==> config.mk <==
export PLATFORM = sky130hd
export DESIGN_NAME = pixel_format_converter_unit
export DESIGN_NICKNAME = d
export VERILOG_FILES = /design/src/rtl/core/pfc_pkg.sv /design/src/rtl/core/pfc_unpack.sv /design/src/rtl/core/pfc_pack.sv /design/src/rtl/core/pixel_format_converter_unit.sv
export SDC_FILE = /design/constraint.sdc
export NUM_CORES = 1
export LEC_CHECK = 0
export ABC_AREA = 1
export BUFFER_PORTS_ARGS = -buffer_cell sky130_fd_sc_hd__buf_2
export CAP_MARGIN = 20
export CELL_PAD_IN_SITES_DETAIL_PLACEMENT = 0
export CELL_PAD_IN_SITES_GLOBAL_PLACEMENT = 2
export CORE_UTILIZATION = 31
export CTS_CLUSTER_DIAMETER = 50
export DETAILED_ROUTE_END_ITERATION = 10
export PLACE_DENSITY_LB_ADDON = 0.1
export SKIP_CTS_REPAIR_TIMING = 1
export SYNTH_ARGS = -nofsm -noshare
export SYNTH_HDL_FRONTEND = slang
export SYNTH_SLANG_ARGS = --single-unit
==> constraint.sdc <==
create_clock -name clk -period 6.2 [get_ports clk]
set_clock_uncertainty 0.05 [all_clocks]
set_input_delay 0.31 -clock clk [delete_from_list [all_inputs] [get_ports clk]]
set_output_delay 0.31 -clock clk [all_outputs]
set_load 0.005 [all_outputs]
==> src/rtl/core/pfc_pkg.sv <==
// Pixel format converter package: format codes, item types and byte counts.
// Used by every module of the pixel format converter; depends on nothing.

package pfc_pkg;

  // Format codes, shared by the source and destination registers
  localparam logic [3:0] FMT_A8        = 4'd0;
  localparam logic [3:0] FMT_R8        = 4'd1;
  localparam logic [3:0] FMT_G8        = 4'd2;
  localparam logic [3:0] FMT_B8        = 4'd3;
  localparam logic [3:0] FMT_RGB888    = 4'd4;
  localparam logic [3:0] FMT_RGBA8888  = 4'd5;
  localparam logic [3:0] FMT_ARGB8888  = 4'd6;
  localparam logic [3:0] FMT_BGR888    = 4'd7;
  localparam logic [3:0] FMT_BGRA8888  = 4'd8;
  localparam logic [3:0] FMT_ABGR8888  = 4'd9;
  localparam logic [3:0] FMT_RGBA5551  = 4'd10;
  localparam logic [3:0] FMT_RGBX5551  = 4'd11;
  localparam logic [3:0] FMT_ARGB1555  = 4'd12;
  localparam logic [3:0] FMT_XRGB1555  = 4'd13;
  localparam logic [3:0] FMT_RGB565_BE = 4'd14;
  localparam logic [3:0] FMT_RGB565_LE = 4'd15;

  localparam logic [3:0] FMT_RESET = FMT_ARGB8888;

  // Register indexes on the APB port (word index = paddr[2])
  localparam logic REG_SRC_FORMAT = 1'b0;
  localparam logic REG_DST_FORMAT = 1'b1;

  // Destination byte counts
  localparam logic [2:0] CNT_ONE   = 3'd1;
  localparam logic [2:0] CNT_TWO   = 3'd2;
  localparam logic [2:0] CNT_THREE = 3'd3;
  localparam logic [2:0] CNT_FOUR  = 3'd4;

  // Raw source pixel, bytes in memory order
  typedef struct packed {
    logic [7:0] in_byte0;
    logic [7:0] in_byte1;
    logic [7:0] in_byte2;
    logic [7:0] in_byte3;
  } pfc_in_t;

  // Packed destination pixel and its byte count
  typedef struct packed {
    logic [7:0] out_byte0;
    logic [7:0] out_byte1;
    logic [7:0] out_byte2;
    logic [7:0] out_byte3;
    logic [2:0] out_count;
  } pfc_out_t;

  // Internal channel set between unpack and pack
  typedef struct packed {
    logic [7:0] a;
    logic [7:0] r;
    logic [7:0] g;
    logic [7:0] b;
  } pfc_argb_t;

endpackage

==> src/rtl/core/pfc_unpack.sv <==
// Pixel format converter source unpacker: raw bytes to alpha, red, green, blue.
// Combinational; depends on pfc_pkg.

module pfc_unpack
  import pfc_pkg::*;
(
  input  logic [3:0] fmt,
  input  pfc_in_t    pix,
  output pfc_argb_t  argb
);

  logic [15:0] word_be;
  logic [15:0] word_565;

  assign word_be  = {pix.in_byte0, pix.in_byte1};
  assign word_565 = (fmt == FMT_RGB565_LE) ? {pix.in_byte1, pix.in_byte0} : word_be;

  // Spread the source fields; missing colors are zero, missing alpha is opaque
  always_comb begin
    argb = '{a: 8'hff, r: 8'h00, g: 8'h00, b: 8'h00};
    case (fmt)
      FMT_A8: begin
        argb.a = pix.in_byte0;
      end
      FMT_R8: begin
        argb.r = pix.in_byte0;
      end
      FMT_G8: begin
        argb.g = pix.in_byte0;
      end
      FMT_B8: begin
        argb.b = pix.in_byte0;
      end
      FMT_RGB888: begin
        argb.r = pix.in_byte0;
        argb.g = pix.in_byte1;
        argb.b = pix.in_byte2;
      end
      FMT_RGBA8888: begin
        argb.r = pix.in_byte0;
        argb.g = pix.in_byte1;
        argb.b = pix.in_byte2;
        argb.a = pix.in_byte3;
      end
      FMT_ARGB8888: begin
        argb.a = pix.in_byte0;
        argb.r = pix.in_byte1;
        argb.g = pix.in_byte2;
        argb.b = pix.in_byte3;
      end
      FMT_BGR888: begin
        argb.b = pix.in_byte0;
        argb.g = pix.in_byte1;
        argb.r = pix.in_byte2;
      end
      FMT_BGRA8888: begin
        argb.b = pix.in_byte0;
        argb.g = pix.in_byte1;
        argb.r = pix.in_byte2;
        argb.a = pix.in_byte3;
      end
      FMT_ABGR8888: begin
        argb.a = pix.in_byte0;
        argb.b = pix.in_byte1;
        argb.g = pix.in_byte2;
        argb.r = pix.in_byte3;
      end
      FMT_RGBA5551, FMT_RGBX5551: begin
        argb.r = {word_be[15:11], 3'b000};
        argb.g = {word_be[10:6], 3'b000};
        argb.b = {word_be[5:1], 3'b000};
        // Padding bit reads as opaque
        if (fmt == FMT_RGBA5551) begin
          argb.a = {8{word_be[0]}};
        end
      end
      FMT_ARGB1555, FMT_XRGB1555: begin
        argb.r = {word_be[14:10], 3'b000};
        argb.g = {word_be[9:5], 3'b000};
        argb.b = {word_be[4:0], 3'b000};
        if (fmt == FMT_ARGB1555) begin
          argb.a = {8{word_be[15]}};
        end
      end
      default: begin
        // Both 565 layouts, byte order already resolved
        argb.r = {word_565[15:11], 3'b000};
        argb.g = {word_565[10:5], 2'b00};
        argb.b = {word_565[4:0], 3'b000};
      end
    endcase
  end

endmodule

==> src/rtl/core/pfc_pack.sv <==
// Pixel format converter destination packer: channel set to packed bytes.
// Combinational; depends on pfc_pkg.

module pfc_pack
  import pfc_pkg::*;
(
  input  logic [3:0] fmt,
  input  pfc_argb_t  argb,
  output pfc_out_t   pix
);

  logic        abit;
  logic [15:0] w5551;
  logic [15:0] w1555;
  logic [15:0] w565;

  assign abit  = (argb.a != 8'h00);
  assign w5551 = {argb.r[7:3], argb.g[7:3], argb.b[7:3], abit & (fmt == FMT_RGBA5551)};
  assign w1555 = {abit & (fmt == FMT_ARGB1555), argb.r[7:3], argb.g[7:3], argb.b[7:3]};
  assign w565  = {argb.r[7:3], argb.g[7:2], argb.b[7:3]};

  // Place channels in memory order; unused bytes stay zero
  always_comb begin
    pix = '0;
    case (fmt)
      FMT_A8: begin
        pix.out_byte0 = argb.a;
        pix.out_count = CNT_ONE;
      end
      FMT_R8: begin
        pix.out_byte0 = argb.r;
        pix.out_count = CNT_ONE;
      end
      FMT_G8: begin
        pix.out_byte0 = argb.g;
        pix.out_count = CNT_ONE;
      end
      FMT_B8: begin
        pix.out_byte0 = argb.b;
        pix.out_count = CNT_ONE;
      end
      FMT_RGB888: begin
        pix.out_byte0 = argb.r;
        pix.out_byte1 = argb.g;
        pix.out_byte2 = argb.b;
        pix.out_count = CNT_THREE;
      end
      FMT_RGBA8888: begin
        pix.out_byte0 = argb.r;
        pix.out_byte1 = argb.g;
        pix.out_byte2 = argb.b;
        pix.out_byte3 = argb.a;
        pix.out_count = CNT_FOUR;
      end
      FMT_ARGB8888: begin
        pix.out_byte0 = argb.a;
        pix.out_byte1 = argb.r;
        pix.out_byte2 = argb.g;
        pix.out_byte3 = argb.b;
        pix.out_count = CNT_FOUR;
      end
      FMT_BGR888: begin
        pix.out_byte0 = argb.b;
        pix.out_byte1 = argb.g;
        pix.out_byte2 = argb.r;
        pix.out_count = CNT_THREE;
      end
      FMT_BGRA8888: begin
        pix.out_byte0 = argb.b;
        pix.out_byte1 = argb.g;
        pix.out_byte2 = argb.r;
        pix.out_byte3 = argb.a;
        pix.out_count = CNT_FOUR;
      end
      FMT_ABGR8888: begin
        pix.out_byte0 = argb.a;
        pix.out_byte1 = argb.b;
        pix.out_byte2 = argb.g;
        pix.out_byte3 = argb.r;
        pix.out_count = CNT_FOUR;
      end
      FMT_RGBA5551, FMT_RGBX5551: begin
        pix.out_byte0 = w5551[15:8];
        pix.out_byte1 = w5551[7:0];
        pix.out_count = CNT_TWO;
      end
      FMT_ARGB1555, FMT_XRGB1555: begin
        pix.out_byte0 = w1555[15:8];
        pix.out_byte1 = w1555[7:0];
        pix.out_count = CNT_TWO;
      end
      FMT_RGB565_LE: begin
        pix.out_byte0 = w565[7:0];
        pix.out_byte1 = w565[15:8];
        pix.out_count = CNT_TWO;
      end
      default: begin
        // Big-endian 565
        pix.out_byte0 = w565[15:8];
        pix.out_byte1 = w565[7:0];
        pix.out_count = CNT_TWO;
      end
    endcase
  end

endmodule

==> src/rtl/core/pixel_format_converter_unit.sv <==
// Pixel format converter top level: APB registers, input and result registers.
// Depends on pfc_pkg, pfc_unpack and pfc_pack.
//
//   channel  | signals                          | payload
//   ---------+----------------------------------+----------------------------
//   source   | src_valid, src_stall             | src_item (pfc_in_t)
//   result   | dst_valid, dst_stall             | dst_item (pfc_out_t)
//   config   | psel, penable, pwrite, paddr ... | src_format @0, dst_format @4
//
// One item per cycle sustained while dst_stall is low; each item passes the input
// register, then the result register, with unpack and pack between them.
// Reset clears both valid flags and sets both formats to argb8888.
// A stalled result holds in the result register while the input register
// still takes one more item; src_stall rises only when both are full.

module pixel_format_converter_unit
  import pfc_pkg::*;
(
  input  logic        clk,
  input  logic        rst,
  // APB register port
  input  logic        psel,
  input  logic        penable,
  input  logic        pwrite,
  input  logic [2:0]  paddr,
  input  logic [31:0] pwdata,
  output logic [31:0] prdata,
  output logic        pready,
  // Source pixels
  input  logic        src_valid,
  output logic        src_stall,
  input  pfc_in_t     src_item,
  // Converted pixels
  output logic        dst_valid,
  input  logic        dst_stall,
  output pfc_out_t    dst_item
);

  logic [3:0] src_format;
  logic [3:0] dst_format;
  logic       cfg_write;

  logic       s1_valid;
  pfc_in_t    s1_item;
  logic       src_take;
  logic       out_move;

  pfc_argb_t  argb;
  pfc_out_t   conv;

  // Register writes complete on the access cycle
  assign pready    = 1'b1;
  assign cfg_write = psel & penable & pwrite;

  always_ff @(posedge clk) begin
    if (rst) begin
      src_format <= FMT_RESET;
      dst_format <= FMT_RESET;
    end else if (cfg_write) begin
      if (paddr[2] == REG_SRC_FORMAT) begin
        src_format <= pwdata[3:0];
      end else begin
        dst_format <= pwdata[3:0];
      end
    end
  end

  assign prdata = (paddr[2] == REG_SRC_FORMAT) ? {28'd0, src_format} : {28'd0, dst_format};

  // Advance the result register when it is empty or being taken
  assign out_move  = ~dst_valid | ~dst_stall;
  assign src_stall = s1_valid & ~out_move;
  assign src_take  = src_valid & ~src_stall;

  // Input register
  always_ff @(posedge clk) begin
    if (rst) begin
      s1_valid <= 1'b0;
    end else if (src_take) begin
      s1_valid <= 1'b1;
    end else if (out_move) begin
      s1_valid <= 1'b0;
    end
  end

  always_ff @(posedge clk) begin
    if (src_take) begin
      s1_item <= src_item;
    end
  end

  pfc_unpack u_unpack (
    .fmt  (src_format),
    .pix  (s1_item),
    .argb (argb)
  );

  pfc_pack u_pack (
    .fmt  (dst_format),
    .argb (argb),
    .pix  (conv)
  );

  // Result register
  always_ff @(posedge clk) begin
    if (rst) begin
      dst_valid <= 1'b0;
    end else if (out_move) begin
      dst_valid <= s1_valid;
    end
  end

  always_ff @(posedge clk) begin
    if (out_move && s1_valid) begin
      dst_item <= conv;
    end
  end

endmodule

==> flow_summary.json, run 1 <==
{
  "cts_max_level": 3,
  "grt.busiest_layer": "met2",
  "grt_max_degree": 36,
  "grt_pass1_wl_um": 28400,
  "drt-total-wl_um": 19100,
  "yosys_most_used_dff": "edfxtp_1",
  "worst_pin_slew_ns": 1.08,
  "worstSetupStartpointType": "flop",
  "max_stage_delay_ns": 0.95,
  "required_ns": 6.24,
  "clock_sinks": 77,
  "dp_hpwl_um": 15300,
  "p_sw_w": 0.000433,
  "outcome": "completed",
  "rows": 47,
  "yosys_warnings": 0,
  "crit_type": "reg -> reg",
  "p_int_w": 0.00101,
  "rsz0062_at_grt": "false",
  "wl_per_cell_um": 18.3,
  "leakage_nw": 2.81,
  "min_from": "src_item[18]",
  "hold_path.class": "in -> reg",
  "clk_latency_ns": 0.34,
  "ioPinCount": 144,
  "switching_share": 0.300,
  "post-route-min-period_ns": 3.23,
  "arrival_ns": 3.27,
  "core_um2": 16600,
  "cts-root-buf": "clkbuf_16",
  "met2_usage": 0.353,
  "rrSetupSlack_ns": 2.97,
  "fp.dieH_um": 133,
  "finalSetupViolations": 0,
  "comb_power_share": 0.208,
  "synth_cell_types": 39,
  "final_nets": 895,
  "netlist_area_um2": 5310,
  "clock.fmax_mhz": 310,
  "p_seq_frac": 0.441,
  "finalCritPeriodShare": 0.520,
  "antenna_left": 0,
  "cts_buffers": 9,
  "path_delay_family": "simple AND/OR/NAND/NOR gates",
  "syn_inst": 739,
  "r2r_cells": 11,
  "clk_path_buf_depth": 2,
  "synth-edff-count": 67,
  "drtIter0Drc": 429,
  "area_growth_pct": 16.0,
  "synthArstFlopShare": 0,
  "cts_tree": "done",
  "maxSlewViolCount": 0,
  "cp_slowest_cell": "dfxtp_1",
  "die_x_um": 133,
  "met1_usage": 0.288,
  "n_antenna_cell": 0,
  "firstDrtPassIters": 5,
  "hold_depth": 1,
  "pwr-share-clk": 0.351,
  "grt_usage": 0.219,
  "vias": 5142,
  "die_area_um2": 17700,
  "crit_buf_inv": 1,
  "final.setup.tns_ns": 0,
  "grt_pass1_vias": 4716,
  "layout-drive-gt1-share": 0.160,
  "viasPerCell": 4.92,
  "start_util": 0.319,
  "critPathMaxFanout": 30,
  "finalHoldViolCount": 0,
  "gp_congestion": 0.891,
  "holdPathEnd": "s1_item[18]",
  "r2r-start": "src_format[0]",
  "power_density_nw_per_um2": 235,
  "postSynthAreaPerCell_um2": 7.18,
  "route.detailed.drc": 0,
  "overflow": 0,
  "port-buffer-count": 84,
  "clk_pin_slew_ns": 0.06,
  "grt_util_met3": 0.0402,
  "postLayoutCoreUtil": 0.370,
  "cp-end-kind": "flop",
  "maxCapViolCount": 0,
  "synth-seq-cells": 77,
  "crit_chain": "inv_1 > nor2_1 > nand2_4 > nand3_4 > nor2_2 > nand2_2 > nand4_1 > nor2_1 > nand2_1 > nand2_1 > nand3_1",
  "r2r-end": "dst_item[19]",
  "relSlewSlack": 0.277,
  "ys_seq_area_frac": 0.417,
  "crit_cells": 11,
  "antenna_found_initial": 0,
  "vdd_drop_max_mv": 0.128
}
power by group through the flow:
stage	clock, W	sequential, W	combinational, W
finish	0.000507	0.000637	0.000300
global route	0.000541	0.000641	0.000335
detailed placement	0	0.000648	0.000294
global placement	0	0.000648	0.000294
CTS	0.000522	0.000638	0.000295
floorplan	0	0.000641	0.000191
sequential cells by signal (all words and copies together) (netlist names):
register,flops
dst_item,35
src_format,4
s1_valid,1
dst_valid,1
s1_item,32
dst_format,4
synth_stat cells (4+ instances only):
cell | number | area [µm²]
nand2_1 | 263 | 987
nor2_1 | 70 | 263
edfxtp_1 | 67 | 2010
inv_1 | 64 | 240
nand3_1 | 59 | 295
o21ai_0 | 48 | 240
buf_4 | 32 | 240
a21oi_1 | 26 | 130
o211ai_1 | 16 | 120
nand4_1 | 11 | 68.8
dfxtp_1 | 10 | 200
o21ai_1 | 7 | 35.0
clkbuf_1 | 6 | 22.5
nand2_2 | 6 | 37.5
inv_2 | 5 | 18.8
o22ai_1 | 5 | 31.3
buf_2 | 4 | 20.0
nand2_4 | 4 | 45.0
nand3b_1 | 4 | 30.0
o2111ai_1 | 4 | 35.0
layout make-up:
cell class | instances | area, µm²
Fill cell | 1819 | 10500
Multi-Input combinational cell | 576 | 2650
Tap cell | 220 | 275
Clock inverter | 5 | 52.6
Sequential cell | 77 | 2210
Inverter | 70 | 264
Timing Repair Buffer | 87 | 475
Clock buffer | 10 | 229
routing by layer:
layer	part of all wire	routed length, µm	vias to the layer above
li1	-	-	2564
met3	0.051	978	28
met4	0.034	658	0
met5	0	0	-
met1	0.46	8820	2362
met2	0.45	8660	188
cell usage in the layout (no fill, tap or decap), types with 4 or more instances in the layout:
master	n
dfxtp_1	10
buf_2	84
inv_2	5
o21ai_0	48
o2111ai_1	4
clkinv_2	4
o211ai_1	16
nand2_1	263
conb_1	29
o22ai_1	5
nand2_4	4
edfxtp_1	67
clkbuf_16	9
nand2_2	6
nand4_1	11
inv_1	64
nor2_1	70
nand3b_1	4
nand3_1	59
a21oi_1	25
o21ai_1	7
stage by stage:
| step | worst slack (ns) | hold slack (ns) | std cells | cell area [µm²] | total power (W) |
|---|---|---|---|---|---|
| 3_5_place_dp | 2.93 | 0.438 | 1028 | 5830 | 0.000943 |
| 4_1_cts | 2.92 | 0.0770 | 1043 | 6110 | 0.00145 |
| 3_3_place_gp | 2.95 | 0.436 | 1028 | 5830 | 0.000942 |
| 5_1_grt | 2.61 | 0.0779 | 1045 | 6160 | 0.00152 |
| 2_1_floorplan | 3.64 | 0.329 | 766 | 5410 | 0.000832 |
| 6_report | 2.97 | 0.0853 | 1045 | 6160 | 0.00145 |
worst reg2reg max path, delay by kind of cell (launching register included):
family / cells / cell delay, ns
buffers and inverters: 1 / 0.42
DFF: 1 / 0.95
and+or+nand+nor: 10 / 1.55
cell families after synthesis:
logic type,share of synthesized area
flip-flops,0.417
other,0.00141
buffers and inverters,0.105
AO/OA/AOI/OAI,0.130
AND/OR/NAND/NOR,0.347
worst max-delay path by stage:
stage                       start           end
global route        src_format[0]  dst_item[19]
global placement    src_format[0]  dst_item[34]
CTS                 src_format[0]  dst_item[34]
floorplan                s1_valid   dst_item[0]
detailed placement  src_format[0]  dst_item[34]
finish              src_format[0]  dst_item[19]
Note: power is estimated with default switching activity, not from simulation.
==> inputs of run 2 (changes only) <==
CORE_UTILIZATION = 29   (was 31)
clock period = 3.4 ns   (was 6.2 ns; I/O delays follow)
==> flow_summary.json, run 2 (synthesized netlist as in run 1, its figures left out) <==
{
  "antenna_left": 0,
  "vias": 5297,
  "finalCritPeriodShare": 0.817,
  "area_growth_pct": 24.5,
  "drt-total-wl_um": 19700,
  "critPathMaxFanout": 14,
  "core_um2": 18000,
  "layout-drive-gt1-share": 0.163,
  "r2r-end": "dst_item[20]",
  "clock_sinks": 77,
  "die_area_um2": 18900,
  "hold_path.class": "in -> reg",
  "cts_max_level": 3,
  "port-buffer-count": 84,
  "worstSetupStartpointType": "flop",
  "cts_tree": "done",
  "layout_common_cells": "nand2_1 (263), buf_2 (84), nor2_1 (70), edfxtp_1 (67), inv_1 (64)",
  "outcome": "completed",
  "grt_usage": 0.215,
  "worst_pin_slew_ns": 0.820,
  "largestRegisters": "dst_item: 35 flops, s1_item: 32 flops",
  "worst_slack_ns": 0.624,
  "grt_pass1_vias": 4770,
  "cts_buffers": 9,
  "fin_area_um2": 6610,
  "grt_pass1_wl_um": 29000,
  "fp.dieH_um": 137,
  "max_stage_delay_ns": 0.67,
  "power_w": 0.00287,
  "top_register": "dst_item",
  "rsz0062_at_grt": "false",
  "vdd_drop_max_mv": 0.249,
  "clk_latency_ns": 0.35,
  "crit_chain": "inv_1 > nand2_1 > o21ai_0 > nand2_1 > o2111ai_1 > nand2_1 > nand2_1 > nor2_1 > nand4_1",
  "clock.fmax_mhz": 360,
  "final_common_cell": "nand2_1",
  "cp-end-kind": "flop",
  "arrival_ns": 2.81,
  "required_ns": 3.43,
  "die_x_um": 137,
  "critPathCapture": "dst_item[20]",
  "gp_congestion": 0.904,
  "place_ws_ns": 0.679,
  "clk_pin_slew_ns": 0.06,
  "cp-startpoint": "src_format[1]",
  "crit_top_cell": "nand2_1",
  "r2r_cells": 9,
  "post-route-min-period_ns": 2.78,
  "antenna_found_initial": 0,
  "cts-root-buf": "clkbuf_16",
  "clk_path_buf_depth": 2,
  "leakage_nw": 3.01,
  "ioPinCount": 144,
  "start_util": 0.296,
  "rrSetupSlack_ns": 0.62,
  "cp_slowest_cell": "dfxtp_1",
  "n_antenna_cell": 0,
  "final.setup.tns_ns": 0,
  "r2r-start": "src_format[1]",
  "overflow": 0,
  "largest_reg_flops": 35,
  "power_density_nw_per_um2": 435,
  "firstDrtPassIters": 5,
  "rows": 49,
  "grt_max_degree": 36,
  "fillerInstances": 1958,
  "relSlewSlack": 0.451,
  "route.detailed.drc": 0,
  "dp_hpwl_um": 15900,
  "maxSlewViolCount": 0,
  "finalHoldViolCount": 0,
  "final_nets": 935,
  "maxCapViolCount": 0,
  "dpl_cell_area_um2": 5900,
  "finalSetupViolations": 0,
  "drtIter0Drc": 336,
  "wl_per_cell_um": 18.0,
  "viasPerCell": 4.84,
  "crit_type": "reg -> reg"
}
[run 2: power breakdown]
group,total (W),switching (W),internal (W),leakage [nW]
clock network,0.00112,0.000402,0.000717,0.163
logic,0.000593,0.000394,0.000200,2.12
registers,0.00116,0.0000448,0.00111,0.725
total,0.00287,0.000841,0.00203,3.01
[run 2: worst min path at each step]
stage                 start            end  slack [ns]  cells past startpoint
4_1_cts        src_item[29]    s1_item[29]       -0.07                      1
3_3_place_gp   src_item[20]    s1_item[20]        0.30                      1
6_report          pwdata[1]  src_format[1]        0.03                      3
3_5_place_dp   src_item[12]    s1_item[12]        0.30                      1
5_1_grt                 rst       s1_valid        0.04                      2
2_1_floorplan           rst      dst_valid        0.19                      1
[run 2: metal layers]
layer  part of all wire  vias to the layer above  wire, µm  global-route usage
met2               0.46                      168      9130               0.343
li1                   -                     2646         -                   -
met4              0.024                        0       476              0.0794
met5                  0                        -         0                   0
met1               0.47                     2461      9300               0.291
met3              0.042                       22       835              0.0372
[run 2: through the flow]
| stage | hold WS (ns) | utilization | instances |
|---|---|---|---|
| after floorplan | 0.189 | - | 766 |
| after global placement | 0.296 | 0.329 | 1045 |
| after detailed placement | 0.298 | 0.329 | 1045 |
| after CTS | -0.0684 | 0.347 | 1061 |
| after global routing | 0.0434 | 0.368 | 1095 |
| final | 0.0281 | 0.368 | 1095 |
[run 2: worst max-delay path: cells and delay by family (launching register included)]
kind | cells | cell delay [ns]
AOI/OAI and AO/OA | 2 | 0.60
and+or+nand+nor | 6 | 0.90
buffers and inverters | 1 | 0.30
DFF | 1 | 0.67
[run 2: area by class of cell]
| cell class | count | area (µm²) | share of cell area |
|---|---|---|---|
| clock buffers | 10 | 229 | 0.0346 |
| flip-flops and latches | 77 | 2210 | 0.335 |
| clock inverters | 6 | 111 | 0.0168 |
| repair buffers | 127 | 856 | 0.129 |
| well taps | 229 | 287 | 0.0433 |
| inverters | 70 | 264 | 0.0399 |
| multi-input cells | 576 | 2650 | 0.401 |
